### config.mk
export PLATFORM = sky130hd
export DESIGN_NAME = accel_fall_detector_top
export DESIGN_NICKNAME = d
export VERILOG_FILES = /design/src/design/afd_pkg.sv /design/src/design/accel_fall_detector_top.sv
export SDC_FILE = /design/constraint.sdc
export NUM_CORES = 1
export LEC_CHECK = 0
export BUFFER_PORTS_ARGS = -buffer_cell sky130_fd_sc_hd__buf_4
export CAP_MARGIN = 10
export CELL_PAD_IN_SITES_DETAIL_PLACEMENT = 0
export CELL_PAD_IN_SITES_GLOBAL_PLACEMENT = 1
export CORE_ASPECT_RATIO = 0.5
export CORE_MARGIN = 2
export CORE_UTILIZATION = 40
export CTS_CLUSTER_DIAMETER = 200
export DETAILED_ROUTE_END_ITERATION = 7
export PLACE_DENSITY = 0.69
export SLEW_MARGIN = 10
export SYNTH_ARGS = -nofsm -noshare
export SYNTH_HDL_FRONTEND = slang
export SYNTH_SLANG_ARGS = --single-unit
### constraint.sdc
create_clock -name clock -period 12 [get_ports clock]
set_input_delay 3 -clock clock [delete_from_list [all_inputs] [get_ports clock]]
set_output_delay 3 -clock clock [all_outputs]
set_load 0.05 [all_outputs]
### src/design/afd_pkg.sv
// ----------------------------------------------------------------------------
// afd_pkg
// Types and constants shared by the accelerometer fall detector.
// ----------------------------------------------------------------------------
package afd_pkg;

   typedef struct packed {
      logic signed [15:0] accel_x;
      logic signed [15:0] accel_y;
      logic signed [15:0] accel_z;
   } req_word_type;

   typedef struct packed {
      logic [15:0] total_magnitude;
      logic [15:0] horizontal_magnitude;
      logic [15:0] window_value;
      logic        window_done;
      logic [1:0]  event_code;
   } rsp_word_type;

   typedef enum logic [2:0] {
      ST_IDLE,
      ST_SQUARE,
      ST_SUM,
      ST_ROOT,
      ST_JUDGE,
      ST_SCALE,
      ST_CLOSE,
      ST_FINISH
   } fsm_state_type;

   localparam logic [1:0] EVENT_NONE   = 2'd0;
   localparam logic [1:0] EVENT_IMPACT = 2'd1;
   localparam logic [1:0] EVENT_WINDOW = 2'd2;

   localparam logic [1:0] REG_IMPACT_THRESHOLD = 2'd0;
   localparam logic [1:0] REG_WINDOW_THRESHOLD = 2'd1;
   localparam logic [1:0] REG_INTEGRAL_GAIN    = 2'd2;
   localparam logic [1:0] REG_WINDOW_LENGTH    = 2'd3;

   localparam logic [15:0] IMPACT_THRESHOLD_RESET = 16'd12288;
   localparam logic [15:0] WINDOW_THRESHOLD_RESET = 16'd4096;
   localparam logic [15:0] INTEGRAL_GAIN_RESET    = 16'd521;
   localparam logic [7:0]  WINDOW_LENGTH_RESET    = 8'd94;

   localparam int STEP_COUNT = 16;
   localparam logic [3:0] LAST_STEP = 4'(STEP_COUNT - 1);

endpackage

### src/design/accel_fall_detector_top.sv
// ----------------------------------------------------------------------------
// accel_fall_detector_top
// Fall detector for three-axis accelerometer samples.
//
// Each word on the req_ channel is one raw sample. The rsp_ channel returns
// one word per sample: total and horizontal magnitude, the scaled window sum
// when the sample closes a window, and an event code. Squares, products and
// square roots are computed serially: the squares and the window gain product
// take one multiplier bit per cycle, the roots two radicand bits per cycle.
// A sample that closes an integration window also runs the gain product.
// No new sample is taken while one is in work; the next is accepted in the
// cycle after the response is registered. A finished response waits in the
// output register while the next sample is taken in; when the receiver
// stalls for longer than a sample takes, the block holds the next result and
// stalls its input. Reset is synchronous; it empties the output register,
// restores the default register values and starts a new window. Registers
// are written through the csr_ port at byte addresses 0, 4, 8 and 12, by the
// user only while the block is idle; the block itself does not enforce it.
// ----------------------------------------------------------------------------
module accel_fall_detector_top
   import afd_pkg::*;
(
   input  logic         clock,
   input  logic         reset,
   input  logic         req_valid,
   output logic         req_stall,
   input  req_word_type req_data,
   output logic         rsp_valid,
   input  logic         rsp_stall,
   output rsp_word_type rsp_data,
   input  logic         csr_psel,
   input  logic         csr_penable,
   input  logic         csr_pwrite,
   input  logic [3:0]   csr_paddr,
   input  logic [31:0]  csr_pwdata,
   output logic [31:0]  csr_prdata,
   output logic         csr_pready
);

   fsm_state_type state_ff, state_in;
   logic [3:0]    step_ff, step_in;

   logic [15:0] impact_thr_ff, impact_thr_in;
   logic [15:0] window_thr_ff, window_thr_in;
   logic [15:0] gain_ff, gain_in;
   logic [7:0]  length_ff, length_in;

   logic [7:0]  index_ff, index_in;
   logic [24:0] wsum_ff, wsum_in;

   logic [15:0] mag_ff [3];
   logic [15:0] mag_in [3];
   logic [31:0] sq_ff [3];
   logic [31:0] sq_in [3];

   logic [31:0] nt_ff, nt_in, nh_ff, nh_in;
   logic [16:0] rem_t_ff, rem_t_in, rem_h_ff, rem_h_in;
   logic [15:0] root_t_ff, root_t_in, root_h_ff, root_h_in;

   logic [40:0] prod_ff, prod_in;

   rsp_word_type res_ff, res_in;
   rsp_word_type rsp_data_ff, rsp_data_in;
   logic         rsp_valid_ff, rsp_valid_in;

   logic        req_accept;
   logic        slot_free;
   logic        csr_write;
   logic [15:0] abs_val [3];
   logic [16:0] sq_sum [3];
   logic [25:0] prod_sum;
   logic [32:0] step_t, step_h;
   logic [24:0] wsum_term, wsum_new;
   logic [8:0]  count;
   logic [15:0] scaled_sat;

   function automatic logic [32:0] sqrt_step(input logic [16:0] rem,
                                             input logic [15:0] root,
                                             input logic [1:0]  digit);
      logic [18:0] rem_shift;
      logic [18:0] trial;
      logic [18:0] diff;
      rem_shift = {rem, digit};
      trial     = {1'b0, root, 2'b01};
      diff      = rem_shift - trial;
      if (rem_shift >= trial) begin
         sqrt_step = {diff[16:0], root[14:0], 1'b1};
      end else begin
         sqrt_step = {rem_shift[16:0], root[14:0], 1'b0};
      end
   endfunction

   assign req_accept = req_valid && (state_ff == ST_IDLE);
   assign slot_free  = !rsp_valid_ff || !rsp_stall;
   assign csr_write  = csr_psel && csr_penable && csr_pwrite;

   assign abs_val[0] = req_data.accel_x[15] ? (~req_data.accel_x + 16'd1) : req_data.accel_x;
   assign abs_val[1] = req_data.accel_y[15] ? (~req_data.accel_y + 16'd1) : req_data.accel_y;
   assign abs_val[2] = req_data.accel_z[15] ? (~req_data.accel_z + 16'd1) : req_data.accel_z;

   always_comb begin
      for (int i = 0; i < 3; i++) begin
         sq_sum[i] = {1'b0, sq_ff[i][31:16]} + (sq_ff[i][0] ? {1'b0, mag_ff[i]} : 17'd0);
      end
   end

   assign prod_sum   = {1'b0, prod_ff[40:16]} + (prod_ff[0] ? {1'b0, wsum_ff} : 26'd0);
   assign step_t     = sqrt_step(rem_t_ff, root_t_ff, nt_ff[31:30]);
   assign step_h     = sqrt_step(rem_h_ff, root_h_ff, nh_ff[31:30]);
   assign wsum_term  = (index_ff == 8'd0) ? {9'd0, root_h_ff} : {8'd0, root_h_ff, 1'b0};
   assign wsum_new   = wsum_ff + wsum_term;
   assign count      = {1'b0, index_ff} + 9'd1;
   assign scaled_sat = (|prod_ff[40:32]) ? 16'hFFFF : prod_ff[31:16];

   always_comb begin
      state_in = state_ff;
      case (state_ff)
         ST_IDLE: begin
            if (req_accept) state_in = ST_SQUARE;
         end
         ST_SQUARE: begin
            if (step_ff == LAST_STEP) state_in = ST_SUM;
         end
         ST_SUM: begin
            state_in = ST_ROOT;
         end
         ST_ROOT: begin
            if (step_ff == LAST_STEP) state_in = ST_JUDGE;
         end
         ST_JUDGE: begin
            if (root_t_ff >= impact_thr_ff) begin
               state_in = ST_FINISH;
            end else if (count >= {1'b0, length_ff}) begin
               state_in = ST_SCALE;
            end else begin
               state_in = ST_FINISH;
            end
         end
         ST_SCALE: begin
            if (step_ff == LAST_STEP) state_in = ST_CLOSE;
         end
         ST_CLOSE: begin
            state_in = ST_FINISH;
         end
         ST_FINISH: begin
            if (slot_free) state_in = ST_IDLE;
         end
         default: begin
            state_in = ST_IDLE;
         end
      endcase
   end

   always_comb begin
      step_in      = step_ff;
      index_in     = index_ff;
      wsum_in      = wsum_ff;
      mag_in       = mag_ff;
      sq_in        = sq_ff;
      nt_in        = nt_ff;
      nh_in        = nh_ff;
      rem_t_in     = rem_t_ff;
      rem_h_in     = rem_h_ff;
      root_t_in    = root_t_ff;
      root_h_in    = root_h_ff;
      prod_in      = prod_ff;
      res_in       = res_ff;
      rsp_data_in  = rsp_data_ff;
      rsp_valid_in = rsp_valid_ff;

      if (rsp_valid_ff && !rsp_stall) rsp_valid_in = 1'b0;

      case (state_ff)
         ST_IDLE: begin
            step_in = 4'd0;
            if (req_accept) begin
               for (int i = 0; i < 3; i++) begin
                  mag_in[i] = abs_val[i];
                  sq_in[i]  = {16'd0, abs_val[i]};
               end
            end
         end
         ST_SQUARE: begin
            step_in = step_ff + 4'd1;
            for (int i = 0; i < 3; i++) begin
               sq_in[i] = {sq_sum[i], sq_ff[i][15:1]};
            end
         end
         ST_SUM: begin
            step_in   = 4'd0;
            nh_in     = sq_ff[0] + sq_ff[2];
            nt_in     = sq_ff[0] + sq_ff[1] + sq_ff[2];
            rem_t_in  = 17'd0;
            rem_h_in  = 17'd0;
            root_t_in = 16'd0;
            root_h_in = 16'd0;
         end
         ST_ROOT: begin
            step_in   = step_ff + 4'd1;
            nt_in     = {nt_ff[29:0], 2'b00};
            nh_in     = {nh_ff[29:0], 2'b00};
            rem_t_in  = step_t[32:16];
            root_t_in = step_t[15:0];
            rem_h_in  = step_h[32:16];
            root_h_in = step_h[15:0];
         end
         ST_JUDGE: begin
            step_in                     = 4'd0;
            res_in.total_magnitude      = root_t_ff;
            res_in.horizontal_magnitude = root_h_ff;
            res_in.window_value         = 16'd0;
            res_in.window_done          = 1'b0;
            res_in.event_code           = EVENT_NONE;
            if (root_t_ff >= impact_thr_ff) begin
               res_in.event_code = EVENT_IMPACT;
               index_in          = 8'd0;
               wsum_in           = 25'd0;
            end else begin
               wsum_in = wsum_new;
               if (count >= {1'b0, length_ff}) begin
                  prod_in    = {25'd0, gain_ff};
               end else begin
                  index_in = count[7:0];
               end
            end
         end
         ST_SCALE: begin
            step_in = step_ff + 4'd1;
            prod_in = {prod_sum, prod_ff[15:1]};
         end
         ST_CLOSE: begin
            res_in.window_value = scaled_sat;
            res_in.window_done  = 1'b1;
            res_in.event_code   = (scaled_sat >= window_thr_ff) ? EVENT_WINDOW : EVENT_NONE;
            index_in            = 8'd0;
            wsum_in             = 25'd0;
         end
         ST_FINISH: begin
            if (slot_free) begin
               rsp_data_in  = res_ff;
               rsp_valid_in = 1'b1;
            end
         end
         default: begin
            step_in = 4'd0;
         end
      endcase
   end

   always_comb begin
      impact_thr_in = impact_thr_ff;
      window_thr_in = window_thr_ff;
      gain_in       = gain_ff;
      length_in     = length_ff;
      if (csr_write) begin
         case (csr_paddr[3:2])
            REG_IMPACT_THRESHOLD: impact_thr_in = csr_pwdata[15:0];
            REG_WINDOW_THRESHOLD: window_thr_in = csr_pwdata[15:0];
            REG_INTEGRAL_GAIN:    gain_in       = csr_pwdata[15:0];
            REG_WINDOW_LENGTH:    length_in     = csr_pwdata[7:0];
            default: begin
               impact_thr_in = impact_thr_ff;
            end
         endcase
      end
   end

   always_comb begin
      case (csr_paddr[3:2])
         REG_IMPACT_THRESHOLD: csr_prdata = {16'd0, impact_thr_ff};
         REG_WINDOW_THRESHOLD: csr_prdata = {16'd0, window_thr_ff};
         REG_INTEGRAL_GAIN:    csr_prdata = {16'd0, gain_ff};
         REG_WINDOW_LENGTH:    csr_prdata = {24'd0, length_ff};
         default:              csr_prdata = 32'd0;
      endcase
   end

   always_ff @(posedge clock) begin
      if (reset) begin
         state_ff      <= ST_IDLE;
         step_ff       <= 4'd0;
         index_ff      <= 8'd0;
         wsum_ff       <= 25'd0;
         rsp_valid_ff  <= 1'b0;
         impact_thr_ff <= IMPACT_THRESHOLD_RESET;
         window_thr_ff <= WINDOW_THRESHOLD_RESET;
         gain_ff       <= INTEGRAL_GAIN_RESET;
         length_ff     <= WINDOW_LENGTH_RESET;
      end else begin
         state_ff      <= state_in;
         step_ff       <= step_in;
         index_ff      <= index_in;
         wsum_ff       <= wsum_in;
         rsp_valid_ff  <= rsp_valid_in;
         impact_thr_ff <= impact_thr_in;
         window_thr_ff <= window_thr_in;
         gain_ff       <= gain_in;
         length_ff     <= length_in;
      end
   end

   always_ff @(posedge clock) begin
      mag_ff      <= mag_in;
      sq_ff       <= sq_in;
      nt_ff       <= nt_in;
      nh_ff       <= nh_in;
      rem_t_ff    <= rem_t_in;
      rem_h_ff    <= rem_h_in;
      root_t_ff   <= root_t_in;
      root_h_ff   <= root_h_in;
      prod_ff     <= prod_in;
      res_ff      <= res_in;
      rsp_data_ff <= rsp_data_in;
   end

   assign req_stall  = (state_ff != ST_IDLE);
   assign rsp_valid  = rsp_valid_ff;
   assign rsp_data   = rsp_data_ff;
   assign csr_pready = 1'b1;

endmodule
[After elaboration in Yosys (flattened, before gate mapping)]
Index checks and enable logic that the tools add are counted.
Storage, ports and cells
  register bits: 514
  input port bits: 91
  output and inout bits: 86
  logic and storage cells: 146
Cells by class
  $add $sub $neg: 15
  magnitude comparators: 5
  eq/ne operators: 19
  mux-type cells: 43
  bitwise logic cells: 3
  reductions and logical operators: 29
Operators by type and width (count)
  $pmux 96 s2: 1
  $pmux 32 s2: 2
  $pmux 32 s4: 1
  $mux 16: 7
  $add 32x32->32: 3
  $mux 96: 1
  $mux 41: 2
  $pmux 41 s2: 1
  $pmux 17 s2: 2
  $mux 33: 2
  $pmux 16 s2: 2
  $add 16x16->17: 3
  $mux 25: 2
  $pmux 25 s2: 1
  $add 16x1->16 const B: 3
  $not 16->16: 3
  $ge 19x18->1: 2
  $pmux 19 s2: 1
  $sub 17x17->17: 2
  $ge 16x16->1: 2
  $add 25x25->26: 1
  $add 25x17->25: 1
  $pmux 3 s8: 1
  $mux 17: 1
  other kinds (30): 67

[Depth between registers and ports, before layout]
  depth in word-level cells: 5
  depth in mapped cells: 17
  depth with buffers taken out: 16

[Worst setup path before layout]
OpenSTA, ideal clock, no wires.
  path type: input to register
  start: input port req_valid
  end: register sq_ff[0] (netlist name), enable pin
  library setup time: 685 ps
  data arrival time: 9776 ps
  data required time: 11315 ps
  path slack: 1540 ps
  stages on the path: 2
  path buffers: 0
  cell sequence: inv_1 -> o21ai_0
Between the ends
  cells in the longest elaborated chain, start to end: 3
RTL lines
  from (decl): line accel_fall_detector_top.sv:25  | input logic req_valid,
  $logic_and 1x1->1: line accel_fall_detector_top.sv:93  | assign req_accept = req_valid && (state_ff == ST_IDLE);
  $ne 2x2->1 (no source line)
  $reduce_and 2->1 (no source line)
  to (signal assigned): line accel_fall_detector_top.sv:304  | sq_ff <= sq_in;
  to (decl): line accel_fall_detector_top.sv:53  | logic [31:0] sq_ff [3];
Every way passes these cells.
A chain may end at the register's enable or synchronous reset.

[Final worst setup path]
  start: input port csr_paddr[3]
  end: output port csr_prdata[14]
Between the ends
  cells in the longest elaborated chain, start to end: 2
  elaborated cells between the ends (all ways): 5
  classes of those cells: 3 x eq/ne; 1 x mux; 1 x reduce/logical
RTL lines
  from (decl): line accel_fall_detector_top.sv:34  | input logic [3:0] csr_paddr,
  $eq 2x2->1 (tied with other cells): line accel_fall_detector_top.sv:269  | case (csr_paddr[3:2])
  $pmux 32 s4 *: line accel_fall_detector_top.sv:269
  to (decl): line accel_fall_detector_top.sv:36  | output logic [31:0] csr_prdata,
Mark *: on every way between the ends. The rest lies on a longest branch, timed or not. The select of a mux whose other input is x is not followed.

==> results.yml <==
status:
  status: "finished, final reports clean"
routing:
  wl_per_cell_um: 18.4
  drcViolationCount: 0
  num_vias: 22362
  ant_nets: 0
  via_per_inst: 5.29
  wl_mm: 77.6
  dr.pass1.iters: 5
  drtIter0Drc: 1548
sta:
  drv_slew: 0
  hold_viol_final: 0
  tns_ns: 0
  rsz0062_at_grt: "false"
  setup_violations: 0
  fmax_mhz: 134
  maxSlewHeadroom: 0.268
  finalCritPeriodShare: 0.624
  skew_ns: 0.0296
  fin_ws_ns: 4.52
  worstMarginPinSlew_ns: 1.10
  min_period_ns: 7.48
floorplanning:
  die_area_um2: 80000
  start_util: 0.403
  ios: 177
  core-area_um2: 77000
  row_count: 72
  die_y_um: 201
  die_w_um: 398
setup_path:
  reg2regPathDepth: 15
  critPathLaunchType: "input port"
  end_kind: "output pin"
  ff2ff_setup_slack_ns: 7.20
  crit_arrival_ns: 4.48
  crit_type: "input port to output pin"
  r2r-start: "index_ff[0]$_SDFFE_PP0P_"
  regToRegEndpoint: "wsum_ff[19]$_SDFFE_PP0P_"
  critPathMaxFanout: 22
  worstPathRequired_ns: 9.00
synth:
  synth_ff_type: "edfxtp_1"
  ys_async_sr_fraction: 0
  yosysWarnings: 0
  syn-cell-area_um2: 31000
  synth_seq_area_share: 0.466
  syn_area_per_cell_um2: 10.2
  syn_inst: 3045
  synth_edf_count: 417
  synth.distinct_cells: 86
  ys_ff_latch: 514
global_route:
  grt_first_pass_wirelength_mm: 121
  grt_pass1_vias: 21215
  grt-ovfl-total: 0
  grt_usage: 0.191
  grt_max_degree: 91
  antenna_found_initial: 0
pwr:
  clkPwrFrac: 0.258
  swShare: 0.351
  power.density_nw_per_um2: 183
  total_power_mw: 6.39
  seqPwrFrac: 0.385
  p_leak_nw: 13.7
  peakVddDrop_uv: 109
  comb_power_share: 0.357
  switchingPower_mw: 2.24
  internal_power_mw: 4.14
cts:
  post-cts-setup-buffers: 0
  h-tree-depth: 2
  cts_buffers: 50
  cts_num_sinks: 514
  cts_tree: "done"
  clk_latency_ns: 0.63
  hold_buffers: 0
  cts_buffer_depth: 3
  cts-root-buf: "clkbuf_16"
  post_cts_resized: 0
  clkTransAtPathRegs_ns: 0.07
worst_hold_path:
  worstHoldStart: "res_ff[46]$_DFFE_PP_"
  hold_path_class: "flip-flop to flip-flop"
  min_to: "rsp_data[46]$_DFFE_PP_"
  holdPathStages: 0
finish:
  layout_commonest_cell: "edfxtp_1"
  drive_above_1_share: 0.109
  final_cell_area_um2: 34800
  area_delta_synth_final_pct: 12.2
  antennaDiodeCount: 0
  layout_common_cells: "417 x edfxtp_1, 316 x nand2_1, 285 x nor2_1"
  layout.cells.non_filler: 4227
  nNetsFinal: 3513
placed_design:
  placedCellCount: 4135
  postPlaceCellArea_um2: 33100
  numPortBuffers: 141
  pre_cts_ws_ns: 4.53
  hpwl_mm: 57.7
  gp_congestion: 0.835
run:
  timing.max_cap.violations: 0
synthesized netlist by cell type (14+ instances only):
| cell type | count | area share |
|---|---|---|
| mux2i_1 | 24 | 0.0077 |
| nor2b_1 | 32 | 0.0064 |
| nand2_1 | 316 | 0.038 |
| o21ai_0 | 157 | 0.025 |
| a31oi_1 | 22 | 0.0044 |
| fa_1 | 38 | 0.025 |
| dfxtp_1 | 97 | 0.063 |
| nor2_1 | 288 | 0.035 |
| o21bai_1 | 19 | 0.0046 |
| mux2_2 | 46 | 0.017 |
| buf_4 | 20 | 0.0048 |
| edfxtp_1 | 417 | 0.40 |
| or2_2 | 27 | 0.0054 |
| xnor2_1 | 105 | 0.030 |
| o21a_1 | 41 | 0.0099 |
| a21oi_1 | 236 | 0.038 |
| o211ai_1 | 17 | 0.0041 |
| a21o_1 | 75 | 0.018 |
| nand2b_1 | 36 | 0.0073 |
| nor3_1 | 61 | 0.0098 |
| inv_1 | 159 | 0.019 |
| o31ai_1 | 14 | 0.0034 |
| nor3b_1 | 18 | 0.0044 |
| and3_1 | 16 | 0.0032 |
| and2_1 | 97 | 0.020 |
| nand3_1 | 50 | 0.0081 |
| or3_1 | 19 | 0.0038 |
| xor2_1 | 58 | 0.016 |
| clkbuf_1 | 84 | 0.010 |
| ha_1 | 233 | 0.094 |
| a22oi_1 | 18 | 0.0044 |
| nand4_1 | 17 | 0.0034 |
| a211oi_1 | 20 | 0.0048 |
registers in the layout, indices dropped and copies added (netlist names), 3 cells and up:
name	count
gain_ff	16
impact_thr_ff	16
index_ff	8
length_ff	8
mag_ff	48
nh_ff	32
nt_ff	32
prod_ff	41
rem_h_ff	17
rem_t_ff	17
res_ff	51
root_h_ff	16
root_t_ff	16
rsp_data	51
sq_ff	96
state_ff	3
step_ff	4
window_thr_ff	16
wsum_ff	25
cell families (layout without fill, tap and decap cells):
family,Yosys count,count (layout),share of synthesized area
simple gates,1035,1035,0.159
xor+xnor,163,163,0.0460
flops,514,514,0.466
compound gates,707,707,0.144
mux,78,78,0.0302
other cells,2,17,0.000242
buf+inv,275,406,0.0357
fa+ha+maj,271,271,0.118
critical path, cell delays in order:
cell	delay, ns
buf_4	0.27
nor2b_1	0.68
nand2_1	0.10
o21ai_0	0.16
buf_4	0.26
through the flow:
stage	hold WS [ns]	utilization
3_3_place_gp	0.403	0.430
5_1_grt	0.419	0.452
6_report	0.416	0.452
2_1_floorplan	0.400	-
4_1_cts	0.416	0.452
3_5_place_dp	0.405	0.430
worst max path at each step:
stage	from	to	slack (ns)	cells past startpoint
final	csr_paddr[3]	csr_prdata[14]	4.52	5
after global routing	csr_paddr[3]	csr_prdata[14]	4.42	5
after CTS	csr_paddr[3]	csr_prdata[14]	4.53	5
after detailed placement	csr_paddr[3]	csr_prdata[14]	4.53	5
after global placement	csr_paddr[3]	csr_prdata[14]	4.54	5
after floorplan	req_valid	sq_ff[0]$_DFFE_PP_	1.54	2
layout make-up:
cell class                 instances  area [um^2]
clock inverter                    31          317
fill                            7327        42200
tap                             1036         1300
sequential                       514        14500
multi-input combinational       2271        15600
inverter                         159          597
clock buffer                      61         1380
timing repair buffer             155         1160
metal layers:
layer / global-route usage / share of wire / vias to the layer above
met2: 0.290 / 0.44 / 441
met4: 0.0372 / 0.015 / 0
li1: - / - / 11170
met5: 0 / 0 / -
met3: 0.0254 / 0.044 / 75
met1: 0.290 / 0.50 / 10676
power groups by stage:
stage	Sequential, mW	Clock, mW	Combinational [mW]
6_report	2.46	1.65	2.28
5_1_grt	2.48	1.77	2.56
4_1_cts	2.46	1.70	2.28
3_5_place_dp	2.49	0	2.27
3_3_place_gp	2.49	0	2.25
2_1_floorplan	2.42	0	1.74
Power figures use the tool's default switching activity.
